**config.mk**
```make
export PLATFORM = sky130hd
export DESIGN_NAME = ping_pong_sample_capture
export DESIGN_NICKNAME = d
export VERILOG_FILES = /design/src/rtl/ppsc_pkg.sv /design/src/rtl/ppsc_store.sv /design/src/rtl/ppsc_ctrl.sv /design/src/rtl/ping_pong_sample_capture.sv
export SDC_FILE = /design/constraint.sdc
export NUM_CORES = 2
export LEC_CHECK = 0
export CORE_ASPECT_RATIO = 0.75
export CORE_MARGIN = 1
export CORE_UTILIZATION = 57
export CTS_BUF_LIST = sky130_fd_sc_hd__clkbuf_16
export DETAILED_ROUTE_END_ITERATION = 8
export DONT_BUFFER_PORTS = 1
export GPL_TIMING_DRIVEN = 0
export PLACE_DENSITY = 0.75
export SLEW_MARGIN = 20
export SYNTH_ARGS = -nofsm -noshare
export SYNTH_HDL_FRONTEND = slang
export SYNTH_SLANG_ARGS = --single-unit
export TNS_END_PERCENT = 5
```
**constraint.sdc**
```tcl
create_clock -name clk -period 7 [get_ports clk]
set_input_delay 1.05 -clock clk [delete_from_list [all_inputs] [get_ports clk]]
set_output_delay 1.05 -clock clk [all_outputs]
set_load 0.005 [all_outputs]
```
**src/rtl/ppsc_pkg.sv**
```systemverilog
// ----------------------------------------------------------------------------
// ppsc_pkg: shared types and codes of the ping-pong sample capture
// Request and result payloads, command, kind and error codes, control states.
// ----------------------------------------------------------------------------
package ppsc_pkg;

	localparam int BANK_COUNT = 2;
	localparam int IN_SLOTS    = 5;
	localparam int STAMP_W     = 16;
	localparam int CHAN_W      = 12;
	localparam int COUNT_W     = 5;
	localparam int CCOUNT_W    = 3;

	localparam logic CMD_CAPTURE = 1'b0;
	localparam logic CMD_DRAIN   = 1'b1;

	localparam logic [1:0] KIND_ACCEPTED = 2'd0;
	localparam logic [1:0] KIND_DRAINED  = 2'd1;
	localparam logic [1:0] KIND_EMPTY    = 2'd2;
	localparam logic [1:0] KIND_ERROR    = 2'd3;

	localparam logic [1:0] ERR_NONE     = 2'd0;
	localparam logic [1:0] ERR_OVERFLOW = 2'd1;
	localparam logic [1:0] ERR_FAULT    = 2'd2;

	typedef struct packed {
		logic              command;
		logic [STAMP_W-1:0] timestamp;
		logic              conversion_fault;
		logic [CHAN_W-1:0]  chan0_value;
		logic [CHAN_W-1:0]  chan1_value;
		logic [CHAN_W-1:0]  chan2_value;
		logic [CHAN_W-1:0]  chan3_value;
		logic [CHAN_W-1:0]  chan4_value;
	} item_t;

	typedef struct packed {
		logic [1:0]         kind;
		logic [1:0]         error_code;
		logic               buffer_swapped;
		logic [COUNT_W-1:0] sample_count;
		logic [STAMP_W-1:0] out_timestamp;
		logic [CHAN_W-1:0]  out_chan0;
		logic [CHAN_W-1:0]  out_chan1;
		logic [CHAN_W-1:0]  out_chan2;
		logic [CHAN_W-1:0]  out_chan3;
		logic [CHAN_W-1:0]  out_chan4;
		logic               last;
	} result_t;

	// status from the controller to the output stage
	typedef struct packed {
		logic res_valid;
		logic drain_valid;
		logic drain_last;
	} ctrl_stat_t;

	typedef enum logic {
		ST_IDLE,
		ST_DRAIN
	} state_t;

endpackage

```
**src/rtl/ppsc_store.sv**
```systemverilog
// ----------------------------------------------------------------------------
// ppsc_store: sample memory
// One write port, one read port, read data registered.
// ----------------------------------------------------------------------------
module ppsc_store #(
	parameter int AW = 5,
	parameter int DW = 76
) (
	input  logic          clk,
	input  logic          wr_en,
	input  logic [AW-1:0] wr_addr,
	input  logic [DW-1:0] wr_data,
	input  logic          rd_en,
	input  logic [AW-1:0] rd_addr,
	output logic [DW-1:0] rd_data
);

	logic [DW-1:0] mem [2**AW];

	always_ff @(posedge clk) begin
		if (wr_en) begin
			mem[wr_addr] <= wr_data;
		end
		if (rd_en) begin
			rd_data <= mem[rd_addr];
		end
	end

endmodule

```
**src/rtl/ppsc_ctrl.sv**
```systemverilog
// ----------------------------------------------------------------------------
// ppsc_ctrl: capture and drain sequencer
// Keeps fill counts and the active buffer, writes captured samples, walks the
// ready buffer on a drain and forms capture and empty-drain results.
// ----------------------------------------------------------------------------
module ppsc_ctrl import ppsc_pkg::*; #(
	parameter int SAMPLES_PER_BUFFER = 16,
	parameter int MAX_CHANNELS       = 5,
	parameter int AW                 = 5,
	parameter int DW                 = 76
) (
	input  logic                clk,
	input  logic                arst_n,
	input  logic                start,
	output logic                busy,
	input  item_t               item,
	input  logic                cfg_valid,
	input  logic [CCOUNT_W-1:0] cfg_data,
	output logic                wr_en,
	output logic [AW-1:0]       wr_addr,
	output logic [DW-1:0]       wr_data,
	output logic                rd_en,
	output logic [AW-1:0]       rd_addr,
	output result_t             res,
	output ctrl_stat_t          stat
);

	localparam int IW    = AW - 1;
	localparam int CW    = $clog2(SAMPLES_PER_BUFFER + 1);
	localparam int SLOTS = (MAX_CHANNELS > IN_SLOTS) ? MAX_CHANNELS : IN_SLOTS;
	localparam int WW    = STAMP_W + CHAN_W * SLOTS;

	state_t              state_q, state_d;
	logic [CW-1:0]       fill_q [BANK_COUNT];
	logic                active_q;
	logic [CCOUNT_W-1:0] chan_cnt_q;
	logic [IW-1:0]       rd_idx_q, rd_last_q;
	logic                drain_buf_q;
	logic                res_valid_q, drain_s1, last_s1;
	result_t             res_q, res_d;

	logic                accept, is_cap, full, cap_ok, swap, drain_go, drain_end;
	logic [CW-1:0]       cur_cnt, rdy_cnt, cnt_inc;
	logic [CHAN_W-1:0]   in_chan [IN_SLOTS];
	logic [WW-1:0]       word;

	assign accept    = start && !busy;
	assign is_cap    = (item.command == CMD_CAPTURE);
	assign cur_cnt   = fill_q[active_q];
	assign rdy_cnt   = fill_q[~active_q];
	assign cnt_inc   = cur_cnt + 1'b1;
	assign full      = (cur_cnt == CW'(SAMPLES_PER_BUFFER));
	assign cap_ok    = accept && is_cap && !full && !item.conversion_fault;
	assign swap      = cap_ok && (cnt_inc == CW'(SAMPLES_PER_BUFFER));
	assign drain_go  = accept && !is_cap && (rdy_cnt != '0);
	assign drain_end = (state_q == ST_DRAIN) && (rd_idx_q == rd_last_q);

	assign in_chan[0] = item.chan0_value;
	assign in_chan[1] = item.chan1_value;
	assign in_chan[2] = item.chan2_value;
	assign in_chan[3] = item.chan3_value;
	assign in_chan[4] = item.chan4_value;

	// sample row: timestamp, then used slots (slot 0 always); slots past the channel count stay zero
	always_comb begin
		word = '0;
		word[STAMP_W-1:0] = item.timestamp;
		for (int j = 0; j < IN_SLOTS; j++) begin
			if (j < MAX_CHANNELS && (j == 0 || CCOUNT_W'(j) < chan_cnt_q)) begin
				word[STAMP_W + CHAN_W*j +: CHAN_W] = in_chan[j];
			end
		end
	end

	assign wr_en   = cap_ok;
	assign wr_addr = {active_q, cur_cnt[IW-1:0]};
	assign wr_data = word[DW-1:0];
	assign rd_addr = {drain_buf_q, rd_idx_q};

	always_comb begin
		res_d = '0;
		res_d.last = 1'b1;
		if (is_cap) begin
			if (full) begin
				res_d.kind         = KIND_ERROR;
				res_d.error_code   = ERR_OVERFLOW;
				res_d.sample_count = COUNT_W'(cur_cnt);
			end else if (item.conversion_fault) begin
				res_d.kind         = KIND_ERROR;
				res_d.error_code   = ERR_FAULT;
				res_d.sample_count = COUNT_W'(cur_cnt);
			end else begin
				res_d.kind           = KIND_ACCEPTED;
				res_d.buffer_swapped = swap;
				res_d.sample_count   = COUNT_W'(cnt_inc);
			end
		end else begin
			res_d.kind = KIND_EMPTY;
		end
	end

	always_comb begin
		state_d = state_q;
		case (state_q)
			ST_IDLE: begin
				if (drain_go) begin
					state_d = ST_DRAIN;
				end
			end
			ST_DRAIN: begin
				if (drain_end) begin
					state_d = ST_IDLE;
				end
			end
			default: state_d = ST_IDLE;
		endcase
	end

	always_comb begin
		busy  = 1'b1;
		rd_en = 1'b0;
		case (state_q)
			ST_IDLE:  busy = 1'b0;
			ST_DRAIN: rd_en = 1'b1;
			default: begin
				busy  = 1'b1;
				rd_en = 1'b0;
			end
		endcase
	end

	always_ff @(posedge clk or negedge arst_n) begin
		if (!arst_n) begin
			state_q     <= ST_IDLE;
			fill_q[0]   <= '0;
			fill_q[1]   <= '0;
			active_q    <= 1'b0;
			chan_cnt_q  <= CCOUNT_W'(1);
			res_valid_q <= 1'b0;
			drain_s1    <= 1'b0;
			last_s1     <= 1'b0;
		end else begin
			state_q     <= state_d;
			res_valid_q <= accept && !drain_go;
			drain_s1    <= rd_en;
			last_s1     <= drain_end;
			if (cfg_valid) begin
				chan_cnt_q <= cfg_data;
			end
			if (cap_ok) begin
				fill_q[active_q] <= cnt_inc;
			end
			if (swap) begin
				active_q <= ~active_q;
			end
			// free the drained buffer once its last row is read
			if (drain_end) begin
				fill_q[drain_buf_q] <= '0;
			end
		end
	end

	always_ff @(posedge clk) begin
		if (accept) begin
			res_q       <= res_d;
			drain_buf_q <= ~active_q;
			rd_idx_q    <= '0;
			rd_last_q   <= IW'(rdy_cnt - 1'b1);
		end else if (rd_en) begin
			rd_idx_q <= rd_idx_q + 1'b1;
		end
	end

	assign res              = res_q;
	assign stat.res_valid   = res_valid_q;
	assign stat.drain_valid = drain_s1;
	assign stat.drain_last  = last_s1;

endmodule

```
**src/rtl/ping_pong_sample_capture.sv**
```systemverilog
// ----------------------------------------------------------------------------
// ping_pong_sample_capture: double-buffered capture of converter sequences
// Two sample buffers in one memory; captures fill one, drains empty the other.
// ----------------------------------------------------------------------------
// Usage:
//   A request (item) is taken at a clock edge with start high and busy low.
//   A capture stores timestamp and channel values in the active buffer and
//   gives one result in the next cycle; busy stays low, so captures can come
//   every cycle. A full buffer swaps the active buffer.
//   A drain of n stored samples raises busy while the sequencer walks the
//   memory one row a cycle; results follow the registered reads, one per
//   cycle, the last one marked. An empty drain gives one result in the
//   next cycle.
//   Each result is on result for one cycle with result_valid high; the
//   receiver cannot stall, so none is held back.
//   channel_count is to be written through cfg_valid/cfg_data only while idle;
//   the block does not enforce this, and cfg_ready is always high.
//   Reset clears both fill counts, selects buffer zero as active and sets the
//   channel count to one. The memory needs no clearing: only written rows
//   are ever read.
// ----------------------------------------------------------------------------
module ping_pong_sample_capture import ppsc_pkg::*; #(
	parameter int SAMPLES_PER_BUFFER = 16,
	parameter int MAX_CHANNELS       = 5
) (
	input  logic                clk,
	input  logic                arst_n,
	input  logic                start,
	output logic                busy,
	input  item_t               item,
	input  logic                cfg_valid,
	output logic                cfg_ready,
	input  logic [CCOUNT_W-1:0] cfg_data,
	output logic                result_valid,
	output result_t             result
);

	localparam int AW    = $clog2(SAMPLES_PER_BUFFER) + 1;
	localparam int DW    = STAMP_W + CHAN_W * MAX_CHANNELS;
	localparam int SLOTS = (MAX_CHANNELS > IN_SLOTS) ? MAX_CHANNELS : IN_SLOTS;
	localparam int WW    = STAMP_W + CHAN_W * SLOTS;

	logic          wr_en, rd_en;
	logic [AW-1:0] wr_addr, rd_addr;
	logic [DW-1:0] wr_data, rd_data;
	logic [WW-1:0] rd_wide;
	result_t       res, drained;
	ctrl_stat_t    stat;

	ppsc_ctrl #(
		.SAMPLES_PER_BUFFER(SAMPLES_PER_BUFFER),
		.MAX_CHANNELS      (MAX_CHANNELS),
		.AW                (AW),
		.DW                (DW)
	) u_ctrl (
		.clk      (clk),
		.arst_n   (arst_n),
		.start    (start),
		.busy     (busy),
		.item     (item),
		.cfg_valid(cfg_valid),
		.cfg_data (cfg_data),
		.wr_en    (wr_en),
		.wr_addr  (wr_addr),
		.wr_data  (wr_data),
		.rd_en    (rd_en),
		.rd_addr  (rd_addr),
		.res      (res),
		.stat     (stat)
	);

	ppsc_store #(
		.AW(AW),
		.DW(DW)
	) u_store (
		.clk    (clk),
		.wr_en  (wr_en),
		.wr_addr(wr_addr),
		.wr_data(wr_data),
		.rd_en  (rd_en),
		.rd_addr(rd_addr),
		.rd_data(rd_data)
	);

	// slots beyond the stored channels read as zero
	assign rd_wide = WW'(rd_data);

	always_comb begin
		drained               = '0;
		drained.kind          = KIND_DRAINED;
		drained.out_timestamp = rd_wide[STAMP_W-1:0];
		drained.out_chan0     = rd_wide[STAMP_W + CHAN_W*0 +: CHAN_W];
		drained.out_chan1     = rd_wide[STAMP_W + CHAN_W*1 +: CHAN_W];
		drained.out_chan2     = rd_wide[STAMP_W + CHAN_W*2 +: CHAN_W];
		drained.out_chan3     = rd_wide[STAMP_W + CHAN_W*3 +: CHAN_W];
		drained.out_chan4     = rd_wide[STAMP_W + CHAN_W*4 +: CHAN_W];
		drained.last          = stat.drain_last;
	end

	assign cfg_ready    = 1'b1;
	assign result_valid = stat.res_valid || stat.drain_valid;
	assign result       = stat.drain_valid ? drained : res;

endmodule

```
==> results.txt <==
The total of hold buffers inserted after clock tree synthesis is 2. The number of warning messages in the yosys log is 0. The routed length on met3 is 40.89 mm. The final layout contains routed wiring with a total length of 270.1 mm. The number of distinct library cells after synthesis came out at 45.

The final design utilization is 65.87%. The total track usage is 31.43%. The routed wirelength normalized by instance count is 38.48 µm. The areal power density over the cells came out at 360.5 nW/µm². In the final layout, flip-flops and latches occupy 76300 µm². The largest individual stage delay along the critical path comes from the cell sky130_fd_sc_hd__dfrtp_4.

The number of buffers inserted to repair setup after CTS is 0. The max-cap violation count came out at 0. The worst supply voltage drop on vdd is 242.9 µV. The instance count after placement with tap cells included is 6583.

The finished layout holds 7018 standard cells, fillers aside. Timing would allow up to 227.3 MHz. The total CTS buffers is 224. The half-perimeter wire length after placement is 174.5 mm.

The synthesized instance count is 4134. The footprint of the multi-input gates is 20430 µm². The die width is 479.6 µm.

The TritonCTS clock tree is done. The detailed router put a total of 97.25 mm of wire on met1. The final-stage net count is 4643. Of all nets on the critical path, the largest fanout is 32. The number of H-tree levels came out at 4. The initial antenna violation count came out at 33. The post-synthesis average cell area is 23.58 µm².

By startpoint and endpoint, the worst setup path is classified as flip-flop to flip-flop. Of the cells placed in the final design, the portion with a size suffix greater than 1 is 31.25%. The die is 360.2 µm tall. The kind of cell with the highest combined delay along the critical path is simple AND/OR/NAND/NOR gates. STA classifies the critical path endpoint as a flip-flop. In the synthesized netlist the async set-or-reset flop fraction comes to 0.7073%. For the pin with the worst max-slew slack, the measured transition is 1.177 ns. The remaining max-slew budget at the tightest pin is 21.56%.

Dividing the detail-routed via count by the number of cells gives 7.010. The standard-cell row count is 131. The total congestion overflow is 0.

The total of fill cells in the finished design came out at 10030. Yosys attributes the largest share of cell area to sky130_fd_sc_hd__edfxtp_1 (78%), sky130_fd_sc_hd__mux4_2 (15%), sky130_fd_sc_hd__mux2_2 (1.6%). The first-pass iteration count of the detailed router came out at 6. The clock latency on the worst-skew pair came out at 0.87 ns.

The detailed route wirelength on metal2 is 120.9 mm. The share of the synthesized area in the top cell type is 77.71%. The sum of internal, switching and leakage power is 40.36 mW. The worst stage delay on the critical path came out at 0.69 ns. Entering global routing, the biggest net connects 43 pins. For this run, the leading register cell type out of synthesis is sky130_fd_sc_hd__edfxtp_1. Setup violations remaining at the end of the flow were counted as 0. The worst endpoint required time came out at 7.54 ns. The sequential area share after synthesis came out at 78.26%. In this run the tool buffered the top-level ports with 0 buffer cells. The number of global-route vias before repair is 48200.

The floorplan step defined a core boundary enclosing 170000 µm². The die area is 172700 µm². The via count of the routed design is 49190. CTS placed an instance of sky130_fd_sc_hd__clkbuf_16 at the clock tree root. The clock skew is 0.05608 ns. The most numerous cell type found on the critical path is sky130_fd_sc_hd__buf_12.

The number of nets in the synthesized netlist is 4226. The clock period minus worst slack came out at 4.400 ns. The startpoint class of the critical path is a flip-flop.

The leakage component of the power came out at 35.25 nW. The min-delay analysis places its worst path in the category input pin to async pin. The starting DRC count in detailed routing came out at 8984. The tree built by TritonCTS fans out to 2545 sinks.

Clock-pin slew was measured on the worst setup and hold paths at 0.07 ns. Signal routing reaches up to met5. The final weighted congestion in routability-driven placement came out at 0.8116.

In the routed design, unresolved DRC markers number 0. After clock tree synthesis, the repair step resized 0 gates. The first global-routing pass estimated 371.4 mm of wire.

The critical path goes through nand2b_1 -> or3_1 -> or4b_2 -> clkbuf_1 -> nor2_4 -> buf_16 -> buf_12 -> buf_12 -> buf_12. The count of nets left with antenna violations once routing finished came out at 0. The top-level I/O count is 175.

The worst path arrival time is 4.94 ns. The number of hold-slack violations in the final timing report came to 0. The final-report max-slew violation count is 0. The final worst-path cycle share is 62.86%.

The critical path buffer and inverter count came out at 5. After synthesis, the most frequently instantiated cells are sky130_fd_sc_hd__edfxtp_1 (2523), sky130_fd_sc_hd__mux4_2 (639), sky130_fd_sc_hd__mux2_2 (141), sky130_fd_sc_hd__mux2i_1 (133), sky130_fd_sc_hd__and2_1 (102). Counting flops with a built-in enable in the synthesized netlist gives 2523. The starting utilization of the core area is 57.36%. The total negative slack came out at 0 ns.

Summed over all instances, the cell type with the most area after synthesis is sky130_fd_sc_hd__edfxtp_1. The total standard cell area after synthesis came out at 97490 µm². By instance count, the leading cell after synthesis is sky130_fd_sc_hd__edfxtp_1. The area added between synthesis and finish is 14.85%. The run finished with clean final reports. Counting flops and latches in the post-synthesis netlist gives 2545.

Setup repair after global routing left no endpoint under its margin. The clock passes through at most 3 buffers.
placed cells by master, fill, tap and decap left out, types with 19 or more instances in the layout:
cell type                   netlist  final
sky130_fd_sc_hd__edfxtp_1      2523   2523
sky130_fd_sc_hd__mux4_2         639    639
sky130_fd_sc_hd__clkbuf_16        0    227
sky130_fd_sc_hd__mux2_2         141    141
sky130_fd_sc_hd__mux2i_1        133    133
sky130_fd_sc_hd__buf_12           0    103
sky130_fd_sc_hd__and2_1         102    102
sky130_fd_sc_hd__buf_2           82     87
sky130_fd_sc_hd__clkbuf_1        89     65
sky130_fd_sc_hd__clkinv_1         1     64
sky130_fd_sc_hd__buf_16           0     62
sky130_fd_sc_hd__inv_1            8     49
sky130_fd_sc_hd__clkinv_2         0     42
sky130_fd_sc_hd__a221oi_1        39     39
sky130_fd_sc_hd__o22ai_1         38     38
sky130_fd_sc_hd__o21ai_0         32     32
sky130_fd_sc_hd__nor2_4           0     31
sky130_fd_sc_hd__a21oi_1         30     30
sky130_fd_sc_hd__clkbuf_2         0     25
sky130_fd_sc_hd__buf_4           24     24
sky130_fd_sc_hd__nor2b_2          0     21
sky130_fd_sc_hd__bufinv_16        0     21
sky130_fd_sc_hd__nor2_1          50     19
sky130_fd_sc_hd__buf_6            3     19
area by class of cell:
type | count | area share [%]
sequential | 2545 | 68.14
clock inverter | 187 | 1.314
multi-input combinational | 1359 | 18.24
antenna | 18 | 0.04023
tap | 2261 | 2.527
timing repair buffer | 191 | 3.656
clock buffer | 227 | 5.073
inverter | 9 | 0.03464
buffer | 221 | 0.9666
metrics by stage:
stage	hold slack, ns	area [µm²]	worst slack (ns)
after detailed placement	0.5504	104700	2.589
after floorplan	0.5075	97490	0.3424
final	0.05025	112000	2.600
after global placement	0.5395	100300	-6.520
after CTS	0.002399	111900	2.619
after global routing	0.01734	111900	2.476
power breakdown:
group	internal (mW)	switching (mW)
clock	6.65	5.53
sequential	17.4	0.195
combinational	4.54	6.09
state kept, by name (all words and copies together), names as in the netlist:
| name | cells |
|---|---|
| u_ctrl.active_q | 1 |
| u_ctrl.chan_cnt_q | 3 |
| u_ctrl.drain_buf_q | 1 |
| u_ctrl.drain_s1 | 1 |
| u_ctrl.fill_q | 10 |
| u_ctrl.last_s1 | 1 |
| u_ctrl.rd_idx_q | 4 |
| u_ctrl.rd_last_q | 4 |
| u_ctrl.res | 10 |
| u_ctrl.res_valid_q | 1 |
| u_ctrl.state_q | 1 |
| u_store.mem | 2432 |
| u_store.rd_data | 76 |
cells by family (layout without fill, tap and decap cells):
kind of cell | Yosys count | count (layout) | share of synthesized area (%)
AO/OA/AOI/OAI | 175 | 175 | 1.212
XOR/XNOR | 19 | 19 | 0.1707
adder cells (fa/ha/maj) | 7 | 7 | 0.08983
buffers and inverters | 230 | 835 | 1.106
flip-flops | 2545 | 2545 | 78.26
multiplexers | 913 | 913 | 17.76
other | 1 | 19 | 0.003846
AND/OR/NAND/NOR | 244 | 244 | 1.407
worst paths after layout:
check	slack, ns	cells after the start	to	from
setup / recovery	2.60	9	u_store.mem[12][33]	u_ctrl.state_q
setup reg to reg	2.60	9	u_store.mem[12][33]	u_ctrl.state_q
min in group clk	0.28	0	u_store.mem[17][25]	item[57]
hold / removal	0.05	0	u_ctrl.chan_cnt_q[0]	arst_n
hold reg to reg	0.56	2	u_ctrl.fill_q[1]	u_ctrl.fill_q[1]
max in group asynchronous	6.00	2	u_ctrl.state_q	arst_n
worst reg2reg max path, cell delays in order, from the launching register on:
cell and delay, ns:
sky130_fd_sc_hd__dfrtp_4 0.69, sky130_fd_sc_hd__nand2b_1 0.34, sky130_fd_sc_hd__or3_1 0.44, sky130_fd_sc_hd__or4b_2 0.65
sky130_fd_sc_hd__clkbuf_1 0.45, sky130_fd_sc_hd__nor2_4 0.57, sky130_fd_sc_hd__buf_16 0.22, sky130_fd_sc_hd__buf_12 0.21
sky130_fd_sc_hd__buf_12 0.25, sky130_fd_sc_hd__buf_12 0.24
layer usage:
metal  track usage (%)  up-vias
met5                 0        -
met3             10.11      583
met1             45.26    25790
met2             45.19     4316
li1                  -    18480
met4             12.27       26
No activity file was read; power rests on OpenSTA's default activity.
